[config.mk]
export PLATFORM = sky130hd
export DESIGN_NAME = combined_lcg_shuffle_rng
export DESIGN_NICKNAME = d
export VERILOG_FILES = /design/src/design/clsr_pkg.sv /design/src/design/clsr_gen.sv /design/src/design/clsr_table.sv /design/src/design/combined_lcg_shuffle_rng.sv
export SDC_FILE = /design/constraint.sdc
export NUM_CORES = 2
export LEC_CHECK = 0
export BUFFER_PORTS_ARGS = -buffer_cell sky130_fd_sc_hd__buf_4
export CORE_ASPECT_RATIO = 1.5
export CORE_MARGIN = 1
export CORE_UTILIZATION = 55
export DETAILED_ROUTE_END_ITERATION = 6
export PLACE_DENSITY = 0.71
export REMOVE_ABC_BUFFERS = 1
export SETUP_SLACK_MARGIN = 0.4
export SLEW_MARGIN = 15
export SYNTH_ARGS = -nofsm -noshare
export SYNTH_HDL_FRONTEND = slang
export SYNTH_SLANG_ARGS = --single-unit
[constraint.sdc]
create_clock -name clk_i -period 9.24 [get_ports clk_i]
set_input_delay 0.924 -clock clk_i [delete_from_list [all_inputs] [get_ports clk_i]]
set_output_delay 0.924 -clock clk_i [all_outputs]
set_load 0.01 [all_outputs]
[src/design/clsr_pkg.sv]
// Shared types, constants and helper functions for the combined LCG shuffle generator.
// No dependencies; every other design file imports this package.
package clsr_pkg;

  localparam int unsigned TABLE_SIZE = 32;
  localparam int unsigned SLOT_W = $clog2(TABLE_SIZE);
  localparam int unsigned WARM_STEPS = TABLE_SIZE + 8;
  localparam int unsigned WARM_W = $clog2(WARM_STEPS);

  localparam int unsigned GEN_W = 31;
  localparam int unsigned MUL_W = 16;
  localparam int unsigned PROD_W = GEN_W + MUL_W;
  localparam int unsigned FOLD_W = 8;

  localparam logic [GEN_W-1:0] MOD_A = 31'd2147483563;
  localparam logic [GEN_W-1:0] MOD_B = 31'd2147483399;
  localparam logic [MUL_W-1:0] MUL_A = 16'd40014;
  localparam logic [MUL_W-1:0] MUL_B = 16'd40692;
  localparam logic [FOLD_W-1:0] FOLD_A = FOLD_W'(32'h8000_0000 - 32'(MOD_A));
  localparam logic [FOLD_W-1:0] FOLD_B = FOLD_W'(32'h8000_0000 - 32'(MOD_B));
  localparam logic [GEN_W-1:0] OUT_TOP = GEN_W'(32'(MOD_A) - 32'd1);
  localparam logic [GEN_W-1:0] SECOND_RST = 31'd123456789;
  localparam logic [31:0] SLOT_DIV = 32'(1 + OUT_TOP / TABLE_SIZE);

  typedef enum logic [2:0] {
    S_IDLE,
    S_SEED,
    S_WARM_M,
    S_WARM_W,
    S_DRAW,
    S_MUL,
    S_FIN
  } state_e;

  typedef struct packed {
    logic              en;
    logic [SLOT_W-1:0] addr;
  } tbl_rd_t;

  typedef struct packed {
    logic              en;
    logic [SLOT_W-1:0] addr;
    logic [GEN_W-1:0]  data;
  } tbl_wr_t;

  // Folds a product below 2^47 into the range of a modulus just under 2^31.
  function automatic logic [GEN_W-1:0] mod_fold(input logic [PROD_W-1:0] p,
                                                input logic [FOLD_W-1:0] fold,
                                                input logic [GEN_W-1:0] m);
    logic [31:0] sum;
    sum = 32'(p[GEN_W-1:0]) + 32'(p[PROD_W-1:GEN_W]) * 32'(fold);
    if (sum >= 32'(m)) begin
      sum = sum - 32'(m);
    end
    return sum[GEN_W-1:0];
  endfunction

  // Table slot picked by the previous output: the quotient by SLOT_DIV.
  function automatic logic [SLOT_W-1:0] slot_of(input logic [GEN_W-1:0] v);
    logic [SLOT_W-1:0] idx;
    idx = '0;
    for (int k = 1; k < TABLE_SIZE; k++) begin
      if (32'(v) >= 32'(k) * SLOT_DIV) begin
        idx = SLOT_W'(k);
      end
    end
    return idx;
  endfunction

endpackage

[src/design/clsr_gen.sv]
// Two-stage step unit: multiplies both generators by their multipliers, then folds
// each product back below its modulus. Depends on clsr_pkg.
module clsr_gen (
  input  logic                       clk_i,
  input  logic [clsr_pkg::GEN_W-1:0] a_i,
  input  logic [clsr_pkg::GEN_W-1:0] b_i,
  output logic [clsr_pkg::GEN_W-1:0] na_o,
  output logic [clsr_pkg::GEN_W-1:0] nb_o
);
  import clsr_pkg::*;

  logic [PROD_W-1:0] pa_q, pb_q;
  logic [GEN_W-1:0]  na_q, nb_q;

  always_ff @(posedge clk_i) begin
    pa_q <= PROD_W'(a_i) * PROD_W'(MUL_A);
    pb_q <= PROD_W'(b_i) * PROD_W'(MUL_B);
    na_q <= mod_fold(pa_q, FOLD_A, MOD_A);
    nb_q <= mod_fold(pb_q, FOLD_B, MOD_B);
  end

  assign na_o = na_q;
  assign nb_o = nb_q;

endmodule

[src/design/clsr_table.sv]
// Shuffle table: synchronous single-write, single-read memory with registered reads
// and per-entry valid bits so unwritten slots read as zero. Depends on clsr_pkg.
module clsr_table (
  input  logic                       clk_i,
  input  logic                       rst_ni,
  input  clsr_pkg::tbl_rd_t          rd_i,
  input  clsr_pkg::tbl_wr_t          wr_i,
  output logic [clsr_pkg::GEN_W-1:0] rdata_o
);
  import clsr_pkg::*;

  logic [GEN_W-1:0]      mem [TABLE_SIZE];
  logic [GEN_W-1:0]      ram_q;
  logic [TABLE_SIZE-1:0] valid_q;
  logic                  rvalid_q;

  always_ff @(posedge clk_i) begin
    if (wr_i.en) begin
      mem[wr_i.addr] <= wr_i.data;
    end
    if (rd_i.en) begin
      ram_q <= mem[rd_i.addr];
    end
  end

  always_ff @(posedge clk_i or negedge rst_ni) begin
    if (!rst_ni) begin
      valid_q  <= '0;
      rvalid_q <= 1'b0;
    end else begin
      if (wr_i.en) begin
        valid_q[wr_i.addr] <= 1'b1;
      end
      if (rd_i.en) begin
        rvalid_q <= valid_q[rd_i.addr];
      end
    end
  end

  assign rdata_o = rvalid_q ? ram_q : '0;

endmodule

[src/design/combined_lcg_shuffle_rng.sv]
// Top level of the combined LCG generator with a Bays-Durham shuffle table.
// Depends on clsr_pkg, clsr_gen and clsr_table.
//
// Usage: each beat accepted on the input channel (in_valid_i/in_ready_o) yields one
// beat on the output channel (out_valid_o/out_ready_i) carrying value_o in
// 1..2147483562. With reseed_i high, both generators are first loaded from the seed
// register and the shuffle table is refilled before the number is drawn.
// The seed register is written through cfg_valid_i/cfg_seed_i, which is always ready.
// An ordinary draw passes through S_MUL and S_FIN before value_o is registered, and
// no new beat is taken until the block is back in S_IDLE; this is set by the table
// read addressed by the previous output and by the two-stage multiply-and-fold unit.
// A reseed draw first runs 40 warm-up steps through the same unit, each in S_WARM_M
// and S_WARM_W, and then the draw itself.
// Reset loads the generators with 1 and 123456789, the last output with 0, the seed
// with 1, and marks every table slot as cleared; no clearing pass is needed.
// If the receiver stalls, the finished result waits in the output register; the
// block still accepts the next beat and holds its final step until the register
// frees up.
module combined_lcg_shuffle_rng (
  input  logic                       clk_i,
  input  logic                       rst_ni,
  input  logic                       cfg_valid_i,
  output logic                       cfg_ready_o,
  input  logic [clsr_pkg::GEN_W-1:0] cfg_seed_i,
  input  logic                       in_valid_i,
  output logic                       in_ready_o,
  input  logic                       reseed_i,
  output logic                       out_valid_o,
  input  logic                       out_ready_i,
  output logic [clsr_pkg::GEN_W-1:0] value_o
);
  import clsr_pkg::*;

  state_e            state_q, state_d;
  logic [GEN_W-1:0]  seed_q;
  logic [GEN_W-1:0]  first_q, first_d;
  logic [GEN_W-1:0]  second_q, second_d;
  logic [GEN_W-1:0]  last_q, last_d;
  logic [SLOT_W-1:0] slot_q, slot_d;
  logic [WARM_W-1:0] warm_q, warm_d;
  logic [GEN_W-1:0]  value_q, value_d;
  logic              out_valid_q, out_valid_d;

  logic [GEN_W-1:0]  gen_a, gen_na, gen_nb;
  logic [GEN_W-1:0]  seed_eff;
  logic [GEN_W-1:0]  rdata;
  logic [GEN_W-1:0]  draw_v;
  logic [31:0]       lift;
  tbl_rd_t           rd;
  tbl_wr_t           wr;

  clsr_gen u_gen (
    .clk_i (clk_i),
    .a_i   (gen_a),
    .b_i   (second_q),
    .na_o  (gen_na),
    .nb_o  (gen_nb)
  );

  clsr_table u_table (
    .clk_i   (clk_i),
    .rst_ni  (rst_ni),
    .rd_i    (rd),
    .wr_i    (wr),
    .rdata_o (rdata)
  );

  assign seed_eff = (seed_q == '0) ? GEN_W'(1) : seed_q;
  assign lift     = 32'(rdata) + 32'(OUT_TOP) - 32'(gen_nb);
  assign draw_v   = (rdata > gen_nb) ? (rdata - gen_nb) : lift[GEN_W-1:0];

  always_comb begin
    state_d     = state_q;
    first_d     = first_q;
    second_d    = second_q;
    last_d      = last_q;
    slot_d      = slot_q;
    warm_d      = warm_q;
    value_d     = value_q;
    out_valid_d = out_valid_q && !out_ready_i;
    gen_a       = first_q;
    rd          = '0;
    wr          = '0;
    case (state_q)
      S_IDLE: begin
        if (in_valid_i) begin
          if (reseed_i) begin
            first_d  = seed_eff;
            second_d = seed_eff;
            warm_d   = WARM_W'(WARM_STEPS - 1);
            state_d  = S_SEED;
          end else begin
            rd.en   = 1'b1;
            rd.addr = slot_of(last_q);
            slot_d  = rd.addr;
            state_d = S_MUL;
          end
        end
      end
      S_SEED: begin
        state_d = S_WARM_M;
      end
      S_WARM_M: begin
        state_d = S_WARM_W;
      end
      S_WARM_W: begin
        gen_a   = gen_na;
        first_d = gen_na;
        if (32'(warm_q) < TABLE_SIZE) begin
          wr.en   = 1'b1;
          wr.addr = warm_q[SLOT_W-1:0];
          wr.data = gen_na;
        end
        if (warm_q == '0) begin
          last_d  = gen_na;
          state_d = S_DRAW;
        end else begin
          warm_d  = warm_q - WARM_W'(1);
          state_d = S_WARM_M;
        end
      end
      S_DRAW: begin
        rd.en   = 1'b1;
        rd.addr = slot_of(last_q);
        slot_d  = rd.addr;
        state_d = S_MUL;
      end
      S_MUL: begin
        state_d = S_FIN;
      end
      S_FIN: begin
        if (!out_valid_q || out_ready_i) begin
          wr.en       = 1'b1;
          wr.addr     = slot_q;
          wr.data     = gen_na;
          first_d     = gen_na;
          second_d    = gen_nb;
          last_d      = draw_v;
          value_d     = draw_v;
          out_valid_d = 1'b1;
          state_d     = S_IDLE;
        end
      end
      default: begin
        state_d = S_IDLE;
      end
    endcase
  end

  always_ff @(posedge clk_i or negedge rst_ni) begin
    if (!rst_ni) begin
      state_q     <= S_IDLE;
      seed_q      <= GEN_W'(1);
      first_q     <= GEN_W'(1);
      second_q    <= SECOND_RST;
      last_q      <= '0;
      slot_q      <= '0;
      warm_q      <= '0;
      out_valid_q <= 1'b0;
    end else begin
      state_q     <= state_d;
      first_q     <= first_d;
      second_q    <= second_d;
      last_q      <= last_d;
      slot_q      <= slot_d;
      warm_q      <= warm_d;
      out_valid_q <= out_valid_d;
      if (cfg_valid_i) begin
        seed_q <= cfg_seed_i;
      end
    end
  end

  always_ff @(posedge clk_i) begin
    value_q <= value_d;
  end

  assign cfg_ready_o = 1'b1;
  assign in_ready_o  = (state_q == S_IDLE);
  assign out_valid_o = out_valid_q;
  assign value_o     = value_q;

  a_value_range: assert property (@(posedge clk_i) disable iff (!rst_ni)
    out_valid_o |-> (value_o != '0) && (value_o <= OUT_TOP))
    else $error("output value out of range");

  a_accept_leaves_idle: assert property (@(posedge clk_i) disable iff (!rst_ni)
    in_valid_i && in_ready_o |=> !in_ready_o)
    else $error("accepted beat did not start work");

  a_fin_delivers: assert property (@(posedge clk_i) disable iff (!rst_ni)
    (state_q == S_FIN) && (state_d == S_IDLE) |=> out_valid_o)
    else $error("finished draw not presented on output");

  a_warm_bound: assert property (@(posedge clk_i) disable iff (!rst_ni)
    (state_q == S_WARM_M) || (state_q == S_WARM_W) |-> 32'(warm_q) < WARM_STEPS)
    else $error("warm-up counter out of bounds");

  a_table_addr: assert property (@(posedge clk_i) disable iff (!rst_ni)
    wr.en |-> 32'(wr.addr) < TABLE_SIZE)
    else $error("table write beyond last slot");

endmodule

# ---- Word level (Yosys, flattened, before mapping)
# Memories as Yosys holds them, arrays and structs flattened. A register that Yosys moved wholly into a read port is not among the register bits.
# Cells that the tools add are included.
dict set report classes {
  n_addsub 8
  mul 4
  order_cmp 38
  n_eq_ne 12
  n_mux 72
  bitwise 1
  reduce_logical 20
}
# cell count
set ops {}
lappend ops {{$ge 31x31->1 const B} 15}
lappend ops {{$mux 31} 12}
lappend ops {{$ge 31x30->1 const B} 8}
lappend ops {{$mux 5} 32}
lappend ops {{$ge 31x29->1 const B} 4}
lappend ops {{$pmux 31 s2} 2}
lappend ops {{$pmux 31 s3} 1}
lappend ops {{$mux 37} 2}
lappend ops {{$pmux 37 s2} 1}
lappend ops {{$ge 32x31->1 const B} 2}
lappend ops {{$ge 31x28->1 const B} 2}
lappend ops {{$sub 31x31->31} 2}
lappend ops {{$sub 31x31->31 const B} 2}
lappend ops {{$mul 31x15->46 const B} 1}
lappend ops {{$mul 31x14->45 const B} 1}
lappend ops {{$add 31x23->32} 1}
lappend ops {{$add 31x24->32} 1}
lappend ops {{$or 32x32->32} 1}
lappend ops {{$add 31x31->31 const B} 1}
lappend ops {{$ge 31x26->1 const B} 1}
lappend ops {{$ge 31x27->1 const B} 1}
lappend ops {{$gt 31x31->1} 1}
lappend ops {{$logic_not 31->1} 1}
lappend ops {{$mux 6} 5}
lappend ops {{other kinds (28)} 55}
dict set report word_totals {
  ff_bits 356
  ramBits 992
  input_bits 37
  out_inout_bits 34
  n_memories 1
}
# memory words width rd rd_ports_with_merged_regs wr line
set memory_table {}
lappend memory_table {u_table.mem 32 31 1 1 1 clsr_table.sv:12} ;# logic [GEN_W-1:0] mem [TABLE_SIZE];

# ---- Logic depth before layout (Yosys ltp)
dict set report logic_depth {
  depth_word 37
  ltp_mapped 30
}

# ---- Hierarchy
# A second synthesis with hierarchy kept.
dict set report unflattened {
  cells_unflattened 5834
  area_unflattened_um2 79139.7
}
# mod n_inst cells_each area_each_um2
set by_module_without_submodules {}
lappend by_module_without_submodules {clsr_table 1 1625 40149.8}
lappend by_module_without_submodules {clsr_gen 1 2645 26213.9}
lappend by_module_without_submodules {combined_lcg_shuffle_rng 1 1564 12776.0}

# ---- Least setup slack after synthesis
# No wires, ideal clock.
dict set report synth_timing {
  path_kind {register to register}
  start {register state_q[1]}
  end {register u_gen.pa_q[45]}
  t_arrival_ns 7.406
  required_time_ns 9.168
  slack_ns 1.762
  path_stages_with_launch 28
  period_less_slack_ns 7.478
  cell_sequence {dfrtp_1 clkbuf_1 nand2_1 or2_2 clkbuf_1 clkbuf_1 nand2_1 nand2_1 fa_1 ha_1 fa_1 fa_1 fa_1 fa_1 ha_1 a21o_1 a2111oi_0 o21a_1 nor3_1 o21ai_1 a31oi_1 a21oi_1 a311oi_1 a22o_1 or4_1 a31o_2 a21oi_1 xnor2_1}
}
dict set report synth_via {
  elab_chain_cells 3
}
# item line
set synth_rtl {}
lappend synth_rtl {{start: declaration} combined_lcg_shuffle_rng.sv:34} ;# state_e state_q, state_d;
lappend synth_rtl {{start signal: assignment} combined_lcg_shuffle_rng.sv:161} ;# state_q <= state_d;
lappend synth_rtl {{$eq 3x2->1} combined_lcg_shuffle_rng.sv:84} ;# case (state_q)
lappend synth_rtl {{$mux 31} combined_lcg_shuffle_rng.sv:84}
lappend synth_rtl {{$mul 31x15->46} clsr_gen.sv:16} ;# pa_q <= PROD_W'(a_i) * PROD_W'(MUL_A);
lappend synth_rtl {{end signal: assignment} clsr_gen.sv:16}
lappend synth_rtl {{end: declaration} clsr_gen.sv:12} ;# logic [PROD_W-1:0] pa_q, pb_q;
# No other way between the ends.
# A chain may end at the register's enable or synchronous reset.

# ---- Worst setup path in the final report
dict set report layout_timing {
  start {register state_q[2]}
  end {register u_gen.pa_q[45]}
}
# Same word-level chain as after synthesis.

==> impl.org <==
** Floorplanning
- I/O Pins :: 71
- Floorplan die height :: 467 um
- Die area :: 146000 sq um
- The initial utilization of the core area, before any placement, comes to 55.4%.
- Std cell rows :: 170
- Width of the chip :: 312 um
- In this run the standard cell core region covers 143000 sq um.

** Logic synthesis
- Dividing the synthesized area by the synthesized cell count gives 11.5 sq um.
- The number of different library cells used by synthesis comes to 98.
- Dominant cell by count in the synthesized netlist :: edfxtp_1
- Post-synth top cells :: edfxtp_1, nand2_1, inv_1
- Top cells by area, synth :: edfxtp_1, fa_1, ha_1, dfrtp_1, nand2_1
- Seq/Total Area, Yosys :: 49.3%
- Area share of the largest cell type after synthesis :: 39.9%
- During synthesis, Yosys emitted a total of 0 warnings.
- Number of enable flip-flop cells after synthesis :: 1054
- Gate Count Post-Synth :: 6872
- After synthesis, the share of flip-flops with an asynchronous set or reset is 12.5%.
- Synthesis inferred 1379 register bits.
- Synthesized area :: 79200 sq um
- Among all flip-flop cells after synthesis, the most frequent one is edfxtp_1.
- Synth area leader :: edfxtp_1

** Critical path
- STA classifies the critical path endpoint as a flip-flop.
- At the worst endpoint, the required time is 9.96 ns.
- CP most frequent cell :: fa_1
- Highest fanout seen on the critical path :: 37
- Cell breakdown of the critical path :: or2_2 > nand2_1 > nand2_1 > fa_1 > ha_1 > fa_1 > fa_1 > fa_1 > fa_1 > ha_1 > a21o_1 > a2111oi_0 > o21a_1 > nor3_1 > o21ai_1 > a31oi_1 > a21oi_1 > a311oi_1 > a22o_1 > or4_1 > a31o_2 > a21oi_1 > xnor2_1
- Slowest stage cell, crit path :: a2111oi_0
- At the worst endpoint, the arrival time is 8.98 ns.
- STA classifies the critical path startpoint as a flip-flop.
- On the worst path, the slowest cell contributes a delay of 0.79 ns.
- Category of the critical setup timing path :: reg -> reg

** Clock network
- TritonCTS built the clock tree.
- Depth of the CTS H-tree :: 4
- Resized Gates After CTS :: 0
- Number of buffers added by the clock tree synthesis step :: 135
- Clock-pin slew on the worst setup and hold paths :: 0.07 ns
- Skew-Pair Late Insertion Delay :: 0.80 ns
- Hold buffer count at CTS :: 0
- Total number of clock tree sinks :: 1379
- The tree is rooted in a clkbuf_16.
- Deepest clock path buffer count :: 3
- In this run the post-CTS setup repair buffer count came out at 0.

** GRT
- Initial antenna violation count :: 9
- GRT Residual Overflow :: 0
- The via count of the first global-routing pass came to 55700.
- Global routing used 31.2% of the available tracks.
- Busiest layer in global routing :: met2
- Global routing met3 resource utilization :: 4.61%
- Global Route met2 Usage :: 55.1%
- Global-route wire length before repair :: 341000 um
- Entering global routing, the biggest net connects 163 pins.
- Global routing consumed, on the met1 layer, 37.3% of the routing resources.

** Timing
- Setup violations remaining at the end of the flow were counted as 0.
- Setup repair after global routing missed its margin :: false
- The clock period could shrink to 8.26 ns.
- Largest clock skew in the final design :: 0.0313 ns
- The number of hold violations in the final report was 0.
- Maximum frequency from static timing analysis :: 121 MHz
- Measured against its own limit, the worst slew margin works out to 16.6%.
- Max-slew violations :: 0
- Worst Tran Pin Value :: 1.24 ns
- Fin crit share :: 89.4%

** Layout
- From synthesis to final layout, the design area changed by 9.64%.
- Counting the fill cells in the layout gives 11300.
- At the end of the flow the core is filled with cells to 60.8%.
- In the final layout, the multi-input gates occupy 37300 sq um.
- The final layout contains 7908 nets.
- Registers take 39000 sq um.
- Layout cell share with drive strength beyond 1 :: 8.47%

** Detailed routing
- After detailed routing, the number of remaining DRC violations is 0.
- The routed layout has 54300 vias.
- Number of iterations in the first detailed-routing pass :: 6
- Detail-routed net length per standard cell :: 25.3 um
- Remaining antenna violation count after routing :: 0
- Number of violations reported at the end of detailed-routing iteration 0 :: 5058
- After detailed routing, the total wire length is 225000 um.
- Vias per cell :: 6.11

** Min path
- The min-delay analysis places its worst path in the category in -> async.

** Placement
- Detailed placement ended at an HPWL of 155000 um.
- During placement, the flow inserted port buffers numbering 69.
- Routability-driven placement finished with a final weighted congestion of 0.954.

** Outcome
- Result of the run :: complete, no violations

** Run
- Max-cap viol count :: 0
## worst max-delay path: cells and delay by family, from the launching register on
family,cells,cell delay [ns]
adders and majority gates,7,3.27
DFF,1,0.64
and+or+nand+nor,5,1.53
AOI/OAI and AO/OA,10,2.59
xor gates and xnor gates,1,0.14
## final timing paths
kind,start,endpoint,slack [ns],cells after the start
setup / recovery,state_q[2],u_gen.pa_q[45],0.98,23
hold / removal,rst_ni,seed_q[29],0.10,1
setup reg to reg,state_q[2],u_gen.pa_q[45],0.98,23
hold reg to reg,u_table.valid_q[23],u_table.valid_q[23],0.47,1
max in group asynchronous,rst_ni,u_table.valid_q[8],7.01,3
min in group clk_i,cfg_seed_i[5],seed_q[5],0.36,2
## sequential cells by signal, indices dropped and copies added, names as in the netlist
name and count:
state_q 3, u_table.rvalid_q 1, value_o 31, first_q 31, seed_q 31, u_table.valid_q 32
u_gen.na_o 31, u_table.mem 992, u_gen.pb_q 45, u_table.ram_q 31, u_gen.pa_q 46, warm_q 6
slot_q 5, out_valid_o 1, u_gen.nb_o 31, last_q 31, second_q 31
## final cells by class
cell class | count | share of cell area (%)
sequential | 1379 | 44.9
multi-input combinational | 4583 | 43.0
clock buffer | 173 | 4.23
tap | 1892 | 2.73
inverter | 629 | 2.72
timing repair buffer | 155 | 1.42
clock inverter | 70 | 1.01
antenna | 2 | 0.00576
## cells by family after synthesis
kind of cell / after synthesis / share of synthesized area [%]
muxes: 252 / 3.25
buffers and inverters: 910 / 4.43
DFF: 1379 / 49.3
and+or+nand+nor: 2061 / 12.0
xor gates and xnor gates: 208 / 2.30
adders and majority gates: 988 / 19.9
other: 1 / 0.00473
AOI/OAI and AO/OA: 1073 / 8.83
## per-stage QoR
step	instance area (sq um)	hold slack [ns]	std cells	TNS, ns	setup slack [ns]
6_report	86900	0.103	8883	0	0.979
5_1_grt	86900	0.127	8882	0	0.402
4_1_cts	86800	0.0831	8881	0	0.964
3_5_place_dp	82200	0.453	8638	0	0.973
3_3_place_gp	82200	0.450	8638	0	1.05
2_1_floorplan	78100	0.439	6591	-296.71	-9.30
## layer usage
| metal | share of wire (%) | routed length [um] |
|---|---|---|
| met3 | 6.5 | 14700 |
| met1 | 37 | 83500 |
| met2 | 51 | 115000 |
| met5 | 0.015 | 34 |
| met4 | 5.4 | 12100 |
## cells in the final DEF, fill, tap and decap left out, types with 139 or more instances in the layout
master and count:
nand2_1 887, a21oi_1 315, nand3_1 207, nor3_1 219, clkbuf_16 139, buf_4 149
dfrtp_1 154, fa_1 452, ha_1 536, mux2i_1 213, o21ai_0 234, inv_1 627
dfxtp_1 153, nor2_1 271, edfxtp_1 1054
Power is not shown: default switching activity piles up to over one toggle a cycle in this logic, so the estimate is an artifact.
